**src/rtl/mbsp_pkg.sv**
```systemverilog
// Package with the shared types of the MIDI byte stream parser.
`timescale 1ns / 1ps

package mbsp_pkg;

  // Parse phase codes; the codes in between are never entered.
  typedef enum logic [2:0] {
    PH_IDLE   = 3'd0,
    PH_ONE    = 3'd2,
    PH_FIRST  = 3'd3,
    PH_SECOND = 3'd4
  } phase_e;

  // Status byte codes with a meaning of their own.
  localparam logic [7:0] ST_SPP      = 8'hF2;
  localparam logic [7:0] ST_SONG_SEL = 8'hF3;
  localparam logic [7:0] ST_TUNE     = 8'hF6;
  localparam logic [7:0] ST_CLOCK    = 8'hF8;
  localparam logic [7:0] ST_START    = 8'hFA;
  localparam logic [7:0] ST_CONT     = 8'hFB;
  localparam logic [7:0] ST_STOP     = 8'hFC;
  localparam logic [7:0] ST_OVERRUN  = 8'hFE;
  localparam logic [7:0] ST_RESET    = 8'hFF;

  // Upper nibbles of the channel messages with one data byte, and of the system messages.
  localparam logic [3:0] HI_PROGRAM  = 4'hC;
  localparam logic [3:0] HI_CHAN_AT  = 4'hD;
  localparam logic [3:0] HI_SYSTEM   = 4'hF;

  // Parser state carried between bytes.
  typedef struct packed {
    phase_e     phase;
    logic [7:0] running_status;
    logic [6:0] first_data;
  } parse_state_t;

  // One emitted message.
  typedef struct packed {
    logic       valid;
    logic [1:0] length;
    logic [7:0] status;
    logic [6:0] data1;
    logic [6:0] data2;
  } midi_msg_t;

endpackage

```
**src/rtl/mbsp_decode.sv**
```systemverilog
// Combinational decode of one received byte against the parser state.
`timescale 1ns / 1ps

module mbsp_decode
  import mbsp_pkg::*;
(
  input  logic [7:0]   rx_byte_i,
  input  parse_state_t state_i,
  output parse_state_t state_o,
  output midi_msg_t    msg_o
);

  always_comb begin
    state_o = state_i;
    msg_o   = '0;
    if (rx_byte_i[7]) begin
      // Status byte.
      if (rx_byte_i[7:4] == HI_SYSTEM) begin
        unique case (rx_byte_i)
          ST_RESET, ST_OVERRUN: begin
            state_o.phase          = PH_IDLE;
            state_o.running_status = '0;
            msg_o.valid            = 1'b1;
            msg_o.length           = 2'd1;
            msg_o.status           = rx_byte_i;
          end
          ST_CLOCK, ST_START, ST_CONT, ST_STOP, ST_TUNE: begin
            // Real-time and tune request pass through untouched.
            msg_o.valid  = 1'b1;
            msg_o.length = 2'd1;
            msg_o.status = rx_byte_i;
          end
          ST_SPP: begin
            state_o.phase          = PH_FIRST;
            state_o.running_status = rx_byte_i;
          end
          ST_SONG_SEL: begin
            state_o.phase          = PH_ONE;
            state_o.running_status = rx_byte_i;
          end
          default: begin
            state_o.phase          = PH_IDLE;
            state_o.running_status = '0;
          end
        endcase
      end else begin
        // Channel message: program change and channel aftertouch take one data byte.
        if (rx_byte_i[7:4] == HI_PROGRAM || rx_byte_i[7:4] == HI_CHAN_AT) begin
          state_o.phase = PH_ONE;
        end else begin
          state_o.phase = PH_FIRST;
        end
        state_o.running_status = rx_byte_i;
      end
    end else begin
      // Data byte, handled by phase.
      unique case (state_i.phase)
        PH_FIRST: begin
          state_o.first_data = rx_byte_i[6:0];
          state_o.phase      = PH_SECOND;
        end
        PH_ONE: begin
          msg_o.valid  = 1'b1;
          msg_o.length = 2'd2;
          msg_o.status = state_i.running_status;
          msg_o.data1  = rx_byte_i[6:0];
        end
        PH_SECOND: begin
          state_o.phase = PH_FIRST;
          msg_o.valid   = 1'b1;
          msg_o.length  = 2'd3;
          msg_o.status  = state_i.running_status;
          msg_o.data1   = state_i.first_data;
          msg_o.data2   = rx_byte_i[6:0];
        end
        default: begin
          // No status yet: the byte is dropped.
        end
      endcase
    end
  end

endmodule

```
**src/rtl/midi_byte_stream_parser.sv**
```systemverilog
// Top level of the MIDI byte stream parser with running status.
//
//   Channel   Direction  Width  Contents
//   s_axis    in         8      rx_byte
//   m_axis    out        24     msg_length, msg_status, msg_data1, msg_data2
//
// A byte is registered on acceptance, decoded in the next cycle and its message,
// if any, lands in the output register once that register is free or draining.
// One byte is taken every cycle while the output register is free or draining.
// Reset clears the parse state, running status and both valid flags.
// A stall on the master side holds the output and backs up into s_axis_tready.
`timescale 1ns / 1ps

module midi_byte_stream_parser
  import mbsp_pkg::*;
(
  input  logic        clk_i,
  input  logic        rst_ni,
  input  logic        s_axis_tvalid,
  output logic        s_axis_tready,
  input  logic [7:0]  s_axis_tdata,   // [7:0] rx_byte
  output logic        m_axis_tvalid,
  input  logic        m_axis_tready,
  output logic [23:0] m_axis_tdata    // [1:0] msg_length, [9:2] msg_status,
                                      // [16:10] msg_data1, [23:17] msg_data2
);

  logic         in_valid_q;
  logic [7:0]   in_byte_q;
  parse_state_t state_q, state_d;
  midi_msg_t    msg_d, msg_q;
  logic         advance;

  // The input stage moves on whenever the output register is free or draining.
  assign advance       = !msg_q.valid || m_axis_tready;
  assign s_axis_tready = !in_valid_q || advance;

  mbsp_decode u_decode (
    .rx_byte_i (in_byte_q),
    .state_i   (state_q),
    .state_o   (state_d),
    .msg_o     (msg_d)
  );

  // Input register.
  always_ff @(posedge clk_i or negedge rst_ni) begin
    if (!rst_ni) begin
      in_valid_q <= 1'b0;
    end else if (s_axis_tready) begin
      in_valid_q <= s_axis_tvalid;
    end
  end

  always_ff @(posedge clk_i) begin
    if (s_axis_tvalid && s_axis_tready) begin
      in_byte_q <= s_axis_tdata;
    end
  end

  // Parse state and result register.
  always_ff @(posedge clk_i or negedge rst_ni) begin
    if (!rst_ni) begin
      state_q <= '{phase: PH_IDLE, running_status: 8'h00, first_data: 7'h00};
      msg_q   <= '0;
    end else if (advance) begin
      msg_q.valid <= in_valid_q && msg_d.valid;
      if (in_valid_q) begin
        state_q <= state_d;
        if (msg_d.valid) begin
          msg_q.length <= msg_d.length;
          msg_q.status <= msg_d.status;
          msg_q.data1  <= msg_d.data1;
          msg_q.data2  <= msg_d.data2;
        end
      end
    end
  end

  assign m_axis_tvalid = msg_q.valid;
  assign m_axis_tdata  = {msg_q.data2, msg_q.data1, msg_q.status, msg_q.length};

  // Short messages carry zero in their unused data bytes.
  a_len1_zero : assert property (@(posedge clk_i) disable iff (!rst_ni)
    (msg_q.valid && msg_q.length == 2'd1) |-> (msg_q.data1 == 7'd0 && msg_q.data2 == 7'd0))
    else $error("one-byte message with nonzero data");

  a_len2_zero : assert property (@(posedge clk_i) disable iff (!rst_ni)
    (msg_q.valid && msg_q.length == 2'd2) |-> (msg_q.data2 == 7'd0))
    else $error("two-byte message with nonzero second data byte");

  a_len_nonzero : assert property (@(posedge clk_i) disable iff (!rst_ni)
    msg_q.valid |-> (msg_q.length != 2'd0 && msg_q.status[7]))
    else $error("emitted message with zero length or data status");

  a_idle_clear : assert property (@(posedge clk_i) disable iff (!rst_ni)
    (state_q.phase == PH_IDLE) |-> (state_q.running_status == 8'h00))
    else $error("idle phase with running status held");

  a_active_status : assert property (@(posedge clk_i) disable iff (!rst_ni)
    (state_q.phase != PH_IDLE) |-> state_q.running_status[7])
    else $error("active phase without a status byte");

endmodule
```
**config.mk**
```make
export PLATFORM = sky130hd
export DESIGN_NAME = midi_byte_stream_parser
export DESIGN_NICKNAME = d
export VERILOG_FILES = /design/src/rtl/mbsp_pkg.sv /design/src/rtl/mbsp_decode.sv /design/src/rtl/midi_byte_stream_parser.sv
export SDC_FILE = /design/constraint.sdc
export NUM_CORES = 1
export LEC_CHECK = 0
export BUFFER_PORTS_ARGS = -buffer_cell sky130_fd_sc_hd__buf_4
export CORE_ASPECT_RATIO = 0.75
export CORE_MARGIN = 1
export CORE_UTILIZATION = 55
export CTS_CLUSTER_SIZE = 25
export DETAILED_ROUTE_END_ITERATION = 8
export GPL_ROUTABILITY_DRIVEN = 1
export GPL_TIMING_DRIVEN = 0
export PLACE_DENSITY_LB_ADDON = 0.12
export SLEW_MARGIN = 20
export SYNTH_ARGS = -nofsm -noshare
export SYNTH_HDL_FRONTEND = slang
export SYNTH_SLANG_ARGS = --single-unit
```
**constraint.sdc**
```tcl
create_clock -name clk_i -period 2.4 [get_ports clk_i]
set_clock_uncertainty 0.05 [all_clocks]
set_input_delay 0.48 -clock clk_i [delete_from_list [all_inputs] [get_ports clk_i]]
set_output_delay 0.48 -clock clk_i [all_outputs]
set_load 0.05 [all_outputs]
```
==> results.cfg, run 1 <==
[outcome]
status = complete, no violations

[clock_network]
htreeDepth = 2
numCtsBuffers = 5
root_buffer = clkbuf_8
clock_latency_ns = 0.30
path_clk_slew_ns = 0.09
cts_sinks = 52
cts_max_path_buffers = 2
cts_setup_buffers = 0
tritoncts = built
ctsHoldBuffers = 0
cts_resized = 0

[worst_setup_path]
startpoint = in_byte_q[1]
crit_buf_inv = 2
arrival_ns = 2.15
critPathCaptureType = register
crit_family = buffers and inverters
crit_path_max_fanout = 10
worstReg2RegStart = in_byte_q[1]
slowest_delay_ns = 0.40
cp_cell_sequence = clkbuf_1 -> nand3b_1 -> a31oi_1 -> o21a_4 -> buf_12 -> mux2_4
crit_type = register to register
critPathRequiredTime_ns = 2.55
cp-start-kind = register
cpMaxStageDelayCell = clkbuf_1

[die]
die_h_microns = 58.8
placementRows = 20
start_util_pct = 58.0
io_pins = 38
core_region_area_sq_mm = 0.00408
die_x_microns = 77.7
dieArea_sq_mm = 0.00457

[power]
peakVddDrop_v = 0.000749
power.density_mw_per_mm2 = 1320
p_leak_nw = 1.32

[routing]
drtPass1Iterations = 4
first_iter_violations = 133
ant_nets = 0
via_per_inst = 5.70
wirelength_microns = 4790
drcViolationCount = 0
drt-wirelength-per-cell_microns = 16.6
dr_total_vias = 1648

[synthesis]
synth_edf_count = 8
synth.distinct_cells = 36
syn_area_sq_mm = 0.00237
ys.flop_type = dfrtp_1
postSynthCellCount = 190
ys_ff_latch = 52
synth_seq_area_share_pct = 56.7
yosys_warnings = 0
synthArstFlopShare_pct = 84.6
synth_common_cells = dfrtp_1 (44), a22o_1 (17), inv_1 (17)
yosys.area.top_type = dfrtp_1
synth_top_area_share_pct = 46.5
syn-num-nets = 202
synth.top_cells.by_area = dfrtp_1 (47%), edfxtp_1 (10%), a22o_1 (6.3%), mux2_4 (5.7%), mux2i_1 (4.7%)
yosysMostFrequentCell = dfrtp_1
syn_area_per_cell_sq_um = 12.5

[global_route]
overflow = 0
grt_max_degree = 45
grt_util_all_layers_pct = 23.2
antenna_found_initial = 0
grt_pass1_vias = 1609
grt_pass1_wl_microns = 7910

[finish]
n_fill_cell = 328
fin_util_pct = 68.9
drive_gt1_share_pct = 30.8
antennaDiodeCount = 0
fin_nets = 246
area_delta_synth_final_pct = 18.7

[placement]
dp_hpwl_microns = 3300
gp_congestion = 0.910
port_buffers = 37

[sta]
slew_headroom_pct = 41.8
slew_violations = 0
fin_crit_ns = 2.00
hold_violations = 0
tns_ns = 0
finalCritPeriodShare_pct = 83.5
max_slew.worst_pin.slew_ns = 0.866
max_freq_mhz = 499
report.final.setup_viol = 0
rsz0062_at_grt = false

[job]
max_cap_viol_count = 0

[hold_path]
hp-class = input pin to asynchronous set/reset pin
==> metal layers <==
metal / vias up / routed length, microns / GRT usage [%]
met1: 813 / 2310 / 32.8
met2: 60 / 2110 / 34.8
met3: 18 / 206 / 4.19
met4: 0 / 163 / 12.4
li1: 757 / - / -
met5: - / 0 / 0
==> cells in the final DEF, fill, tap and decap left out, drive strengths merged, types with 8 or more instances in the layout <==
cell / Yosys / final
edfxtp: 8 / 8
a22o: 17 / 17
nand2: 12 / 12
mux2i: 11 / 11
nor2: 10 / 10
dfrtp: 44 / 44
buf: 5 / 42
clkbuf: 5 / 12
mux2: 18 / 18
inv: 17 / 17
==> final timing paths <==
kind | endpoint | cells past startpoint | slack (ns)
setup / recovery | m_axis_tdata[14] | 6 | 0.40
hold / removal | m_axis_tdata[15] | 1 | 0.10
setup reg to reg | m_axis_tdata[14] | 6 | 0.40
hold reg to reg | state_q[14] | 1 | 0.43
max in group asynchronous | m_axis_tdata[1] | 1 | 1.83
min in group clk_i | in_byte_q[5] | 1 | 0.30
==> report_power, final <==
group,internal (W),total (W),switching [W]
registers,0.00122,0.00144,0.000223
clock network,0.000257,0.000534,0.000277
logic,0.000631,0.00172,0.00109
==> final cells by class <==
type	count	area, sq um	area share, %
Buffer	10	66.3	2.36
Clock buffer	7	96.3	3.43
Inverter	17	63.8	2.27
Multi-Input combinational cell	111	895	31.8
Sequential cell	52	1340	47.8
Tap cell	55	68.8	2.45
Timing Repair Buffer	37	278	9.89
==> registers in the layout (all words and copies together) (netlist names) <==
register	count
in_valid_q	1
in_byte_q	8
m_axis_tvalid	1
m_axis_tdata	24
state_q	18
==> kinds of logic (layout without fill, tap and decap cells) <==
group,count (synthesis),count (layout),synth area share [%]
DFF,52,52,56.7
AOI/OAI and AO/OA,42,42,14.1
and+or+nand+nor,40,40,9.04
muxes,29,29,14.6
buffers and inverters,27,71,5.50
==> through the flow <==
stage	total power (W)	hold WS (ns)	worst slack, ns	instance area [sq um]	std cells
global route	0.00388	0.143	0.317	2810	289
global placement	0.00311	0.413	0.452	2710	282
CTS	0.00370	0.117	0.413	2810	289
detailed placement	0.00317	0.417	0.398	2710	282
finish	0.00370	0.104	0.397	2810	289
floorplan	0.00268	0.134	0.484	2370	190
No activity file was read; power rests on OpenSTA's default activity.
==> inputs of run 2 (changes only) <==
--- a/config.mk
+++ b/config.mk
@@ -8,7 +8,7 @@
 export BUFFER_PORTS_ARGS = -buffer_cell sky130_fd_sc_hd__buf_4
 export CORE_ASPECT_RATIO = 0.75
 export CORE_MARGIN = 1
-export CORE_UTILIZATION = 55
+export CORE_UTILIZATION = 50
 export CTS_CLUSTER_SIZE = 25
 export DETAILED_ROUTE_END_ITERATION = 8
 export GPL_ROUTABILITY_DRIVEN = 1
==> constraint.sdc (replaced) <==
create_clock -name clk_i -period 1.8 [get_ports clk_i]
set_clock_uncertainty 0.05 [all_clocks]
set_input_delay 0.36 -clock clk_i [delete_from_list [all_inputs] [get_ports clk_i]]
set_output_delay 0.36 -clock clk_i [all_outputs]
set_load 0.05 [all_outputs]
==> run 2 against run 1 <==
Effect of this change: the flow now finishes with violations (hold timing, setup timing); combinational power is 41% higher; critical path type unchanged; clock power is 28% higher; routed wire length is 8.9% higher; critical path depth is 1 lower; clock-buffer cell count stayed put; highest routed layer unchanged; non-clock buffer count is 16 higher; final cell count is 6.6% higher; sequential cell count stayed put; fmax is 9.3% higher; register-to-register slack worse by 0.43 ns; first-iteration DRC count is 26% lower; global-route usage is 0.55 points lower.
==> results.cfg, run 2 (synthesized netlist as in run 1, its figures left out) <==
[clock_network]
clock_latency_ns = 0.30
cts_max_path_buffers = 2
root_buffer = clkbuf_8
tritoncts = built
numCtsBuffers = 5
htreeDepth = 2
cts_sinks = 52
path_clk_slew_ns = 0.09

[placement]
preCtsSetupSlack_ns = -0.150
dp_hpwl_microns = 3370
gp_congestion = 0.857
port_buffers = 37
dpl.cell_count = 284

[outcome]
violations = hold timing, setup timing
status = finished, violations left

[global_route]
grt_max_degree = 45
antenna_found_initial = 0
grt_util_all_layers_pct = 22.7
overflow = 0
grt_pass1_vias = 1583
grt_pass1_wl_microns = 8140

[power]
power_w = 0.00502
peakVddDrop_v = 0.000932
p_leak_nw = 1.41
power.density_mw_per_mm2 = 1670

[routing]
drcViolationCount = 0
wirelength_microns = 5210
first_iter_violations = 98
ant_nets = 0
via_per_inst = 5.44
dr_total_vias = 1677
drtPass1Iterations = 4
drt-wirelength-per-cell_microns = 16.9

[die]
dieArea_sq_mm = 0.00501
die_h_microns = 61.6
placementRows = 21
start_util_pct = 52.7
io_pins = 38
die_x_microns = 81.4
core_region_area_sq_mm = 0.00449

[sta]
finalCritPeriodShare_pct = 102
slew_headroom_pct = 63.3
fin_crit_ns = 1.83
report.final.setup_viol = 6
max_freq_mhz = 545
rsz0062_at_grt = true
tns_ns = -0.131
hold_violations = 34
timing.hold.ws_ns = -0.0153
max_slew.worst_pin.slew_ns = 0.551
slew_violations = 0
layout_setup_ws_ns = -0.0334

[worst_setup_path]
cp-start-kind = register
arrival_ns = 1.98
critPathRequiredTime_ns = 1.95
crit_path_max_fanout = 5
crit_type = register to register
critPathCaptureType = register

[job]
max_cap_viol_count = 0

[finish]
fin_nets = 262
drive_gt1_share_pct = 39.4
antennaDiodeCount = 0
largest_reg_flops = 24
finalNonFillerCells = 308
final_common_cell = buf_4
area_delta_synth_final_pct = 26.9
most-common-layout-cells = buf_4 (55), dfrtp_1 (43), inv_1 (17), a22o_1 (17), nand2_1 (12)

[hold_path]
hp-class = input pin to asynchronous set/reset pin
## run 2: cell types whose count changed in the layout (fill, tap and decap cells not counted), sizes merged
cell	before	now
clkinvlp	0	1
buf	42	61
clkbuf	12	9
## run 2: critical path, cell delays in order (launching register included)
cell       delay, ns
edfxtp_1        0.45
nand4_1         0.27
a31oi_4         0.26
o21a_4          0.23
clkbuf_16       0.17
mux2_4          0.29
## run 2: worst paths after layout
| check | from | to | slack (ns) | depth (start not counted) |
|---|---|---|---|---|
| max | in_byte_q[4] | m_axis_tdata[14] | -0.03 | 5 |
| min | rst_ni | m_axis_tdata[17] | -0.02 | 1 |
| max reg2reg | in_byte_q[4] | m_axis_tdata[14] | -0.03 | 5 |
| min reg2reg | m_axis_tdata[0] | m_axis_tdata[0] | 0.45 | 1 |
| max in group asynchronous | rst_ni | m_axis_tvalid | 1.31 | 1 |
| min in group clk_i | s_axis_tdata[4] | in_byte_q[4] | 0.18 | 1 |
## run 2: repair_timing
item                       CTS  global route
setup endpoints to repair   33            40
resized for setup            5             7
pin swaps                    2             4
buffers inserted             3            15
hold buffers                 0             0
gates cloned                 0             1
## run 2: area by class of cell
type / instances / area (sq um)
inverters: 17 / 63.8
well taps: 57 / 71.3
clock inverters: 1 / 7.51
clock buffers: 7 / 86.3
multi-input cells: 111 / 931
fillers: 343 / 1490
flip-flops and latches: 52 / 1340
repair buffers: 56 / 438
plain buffers: 7 / 62.6
## run 2: through the flow
stage          utilization (%)  area [sq um]  hold WS, ns
2_1_floorplan                -          2370       0.0144
3_3_place_gp              60.5          2720        0.324
3_5_place_dp              60.5          2720        0.337
4_1_cts                   63.2          2840      0.00754
5_1_grt                   66.8          3000       0.0150
6_report                  66.8          3000      -0.0153
## run 2: routing by layer
| layer | global-route usage [%] | vias to the layer above | wire length [microns] |
|---|---|---|---|
| met5 | 0 | - | 0 |
| met4 | 5.87 | 0 | 47 |
| met3 | 6.81 | 5 | 227 |
| met2 | 36.8 | 58 | 2490 |
| met1 | 30.1 | 825 | 2450 |
| li1 | - | 789 | - |
## run 2: where the power goes
part           internal, W  leakage [nW]  total (W)  switching, W
combinational     0.000921         0.734    0.00242       0.00150
sequential         0.00163         0.635    0.00192      0.000290
clock             0.000313        0.0445   0.000686      0.000373
total              0.00286          1.41    0.00502       0.00216
==> inputs of run 3 (changes only) <==
==> constraint.sdc (replaced) <==
create_clock -name clk_i -period 1.8 [get_ports clk_i]
set_clock_uncertainty 0.05 [all_clocks]
set_input_delay 0.36 -clock clk_i [delete_from_list [all_inputs] [get_ports clk_i]]
set_output_delay 0.36 -clock clk_i [all_outputs]
set_load 0.1 [all_outputs]
==> run 3 against run 2 <==
Effect of this change: the run ends with hold timing left; via count rose by 2.3%; final area rose by 1.1%; hold slack got worse by 0.0059 ns; global-route usage fell by 0.20 points.
==> results.cfg, run 3 (synthesized netlist as in run 1, its figures left out) <==
[routing]
ant_nets = 0
wirelength_microns = 5100
drt-wirelength-per-cell_microns = 16.6
via_per_inst = 5.57
dr_total_vias = 1715
drcViolationCount = 0
first_iter_violations = 86
drtPass1Iterations = 4

[clock_network]
tritoncts = built
path_clk_slew_ns = 0.10
numCtsBuffers = 5
ctsHoldBuffers = 0
cts_max_path_buffers = 2
htreeDepth = 2
cts_sinks = 52
clock_latency_ns = 0.31
root_buffer = clkbuf_8

[die]
placementRows = 21
io_pins = 38
start_util_pct = 52.7
dieArea_sq_mm = 0.00501
die_x_microns = 81.4
die_h_microns = 61.6
core_region_area_sq_mm = 0.00449

[worst_setup_path]
crit_type = register to register
critPathRequiredTime_ns = 1.95
cp-start-kind = register
startpoint = in_byte_q[0]
crit_path_max_fanout = 6
critPathCaptureType = register
arrival_ns = 1.91
worstReg2RegStart = in_byte_q[0]

[sta]
finalCritPeriodShare_pct = 98.3
max_freq_mhz = 565
max_slew.worst_pin.slew_ns = 0.555
slew_headroom_pct = 63.0
slew_violations = 0
timing.hold.ws_ns = -0.0212
report.final.setup_viol = 0
hold_violations = 30
fin_crit_ns = 1.77
rsz0062_at_grt = true

[hold_path]
hp-class = input pin to asynchronous set/reset pin

[job]
max_cap_viol_count = 0

[global_route]
overflow = 0
antenna_found_initial = 0
grt_pass1_vias = 1673
grt_max_degree = 45
grt_pass1_wl_microns = 8090
grt_util_all_layers_pct = 22.5

[finish]
drive_gt1_share_pct = 39.8
most-common-layout-cells = buf_4 (56), dfrtp_1 (43), inv_1 (17), a22o_1 (17), nand2_1 (12)
largest_reg_flops = 24
fin_nets = 263
antennaDiodeCount = 0
final_common_cell = buf_4
finalNonFillerCells = 308
area_delta_synth_final_pct = 28.3
n_fill_cell = 338

[placement]
dp_hpwl_microns = 3350
dpl.cell_count = 284
gp_congestion = 0.875
port_buffers = 37

[outcome]
status = finished, violations left
violations = hold timing
## run 3: changes by cell type in the layout (fill, tap and decap cells not counted), sizes merged
| cell | before | now |
|---|---|---|
| clkinvlp | 1 | 0 |
| clkbuf | 9 | 10 |
## run 3: worst paths after layout
path / to / slack (ns) / cells after the start
max: m_axis_tdata[14] / 0.03 / 6
min: m_axis_tdata[7] / -0.02 / 1
max reg2reg: m_axis_tdata[14] / 0.03 / 6
min reg2reg: m_axis_tdata[0] / 0.44 / 1
max in group asynchronous: m_axis_tvalid / 1.29 / 1
min in group clk_i: in_byte_q[7] / 0.18 / 1
## run 3: worst max-delay path: stages (launching register included)
cell,delay [ns]
edfxtp_1,0.39
buf_6,0.14
nand3b_1,0.16
a31oi_2,0.22
o21a_4,0.24
clkbuf_16,0.17
mux2_4,0.29
## run 3: layer usage
metal  global-route usage, %  wire (microns)  vias to the layer above
met5                       0               0                        -
met4                    8.93              63                        0
met3                    5.63             282                        8
met2                    36.1            2430                       53
met1                    29.6            2330                      862
li1                        -               -                      792
## run 3: stage by stage
stage	setup TNS (ns)	instance area [sq um]	hold WS, ns	util, %	worst slack (ns)
3_3_place_gp	-1.37	2720	0.322	60.6	-0.117
6_report	0	3040	-0.0212	67.6	0.0313
5_1_grt	-0.310	3040	0.00864	67.6	-0.0498
3_5_place_dp	-2.53	2720	0.339	60.6	-0.147
2_1_floorplan	-3.72	2370	0.0144	-	-0.432
4_1_cts	0	2880	0.000559	64.2	0.00756
## run 3: layout make-up
cell class | count | area, sq um | share of cell area, %
repair buffers | 57 | 445 | 14.7
flip-flops and latches | 52 | 1350 | 44.3
plain buffers | 7 | 65.1 | 2.14
well taps | 57 | 71.3 | 2.35
multi-input cells | 111 | 926 | 30.5
clock buffers | 7 | 119 | 3.92
inverters | 17 | 63.8 | 2.10
## run 3: repair_timing
action	4_1_cts	5_1_grt
pin swaps	2	3
resized for setup	5	6
buffers inserted	5	14
setup endpoints to repair	39	22
cloned	0	1
Power of run 3 is left out: the tool's default activity adds up to more than one toggle a clock period on the data nets, which glitch-free logic cannot reach.
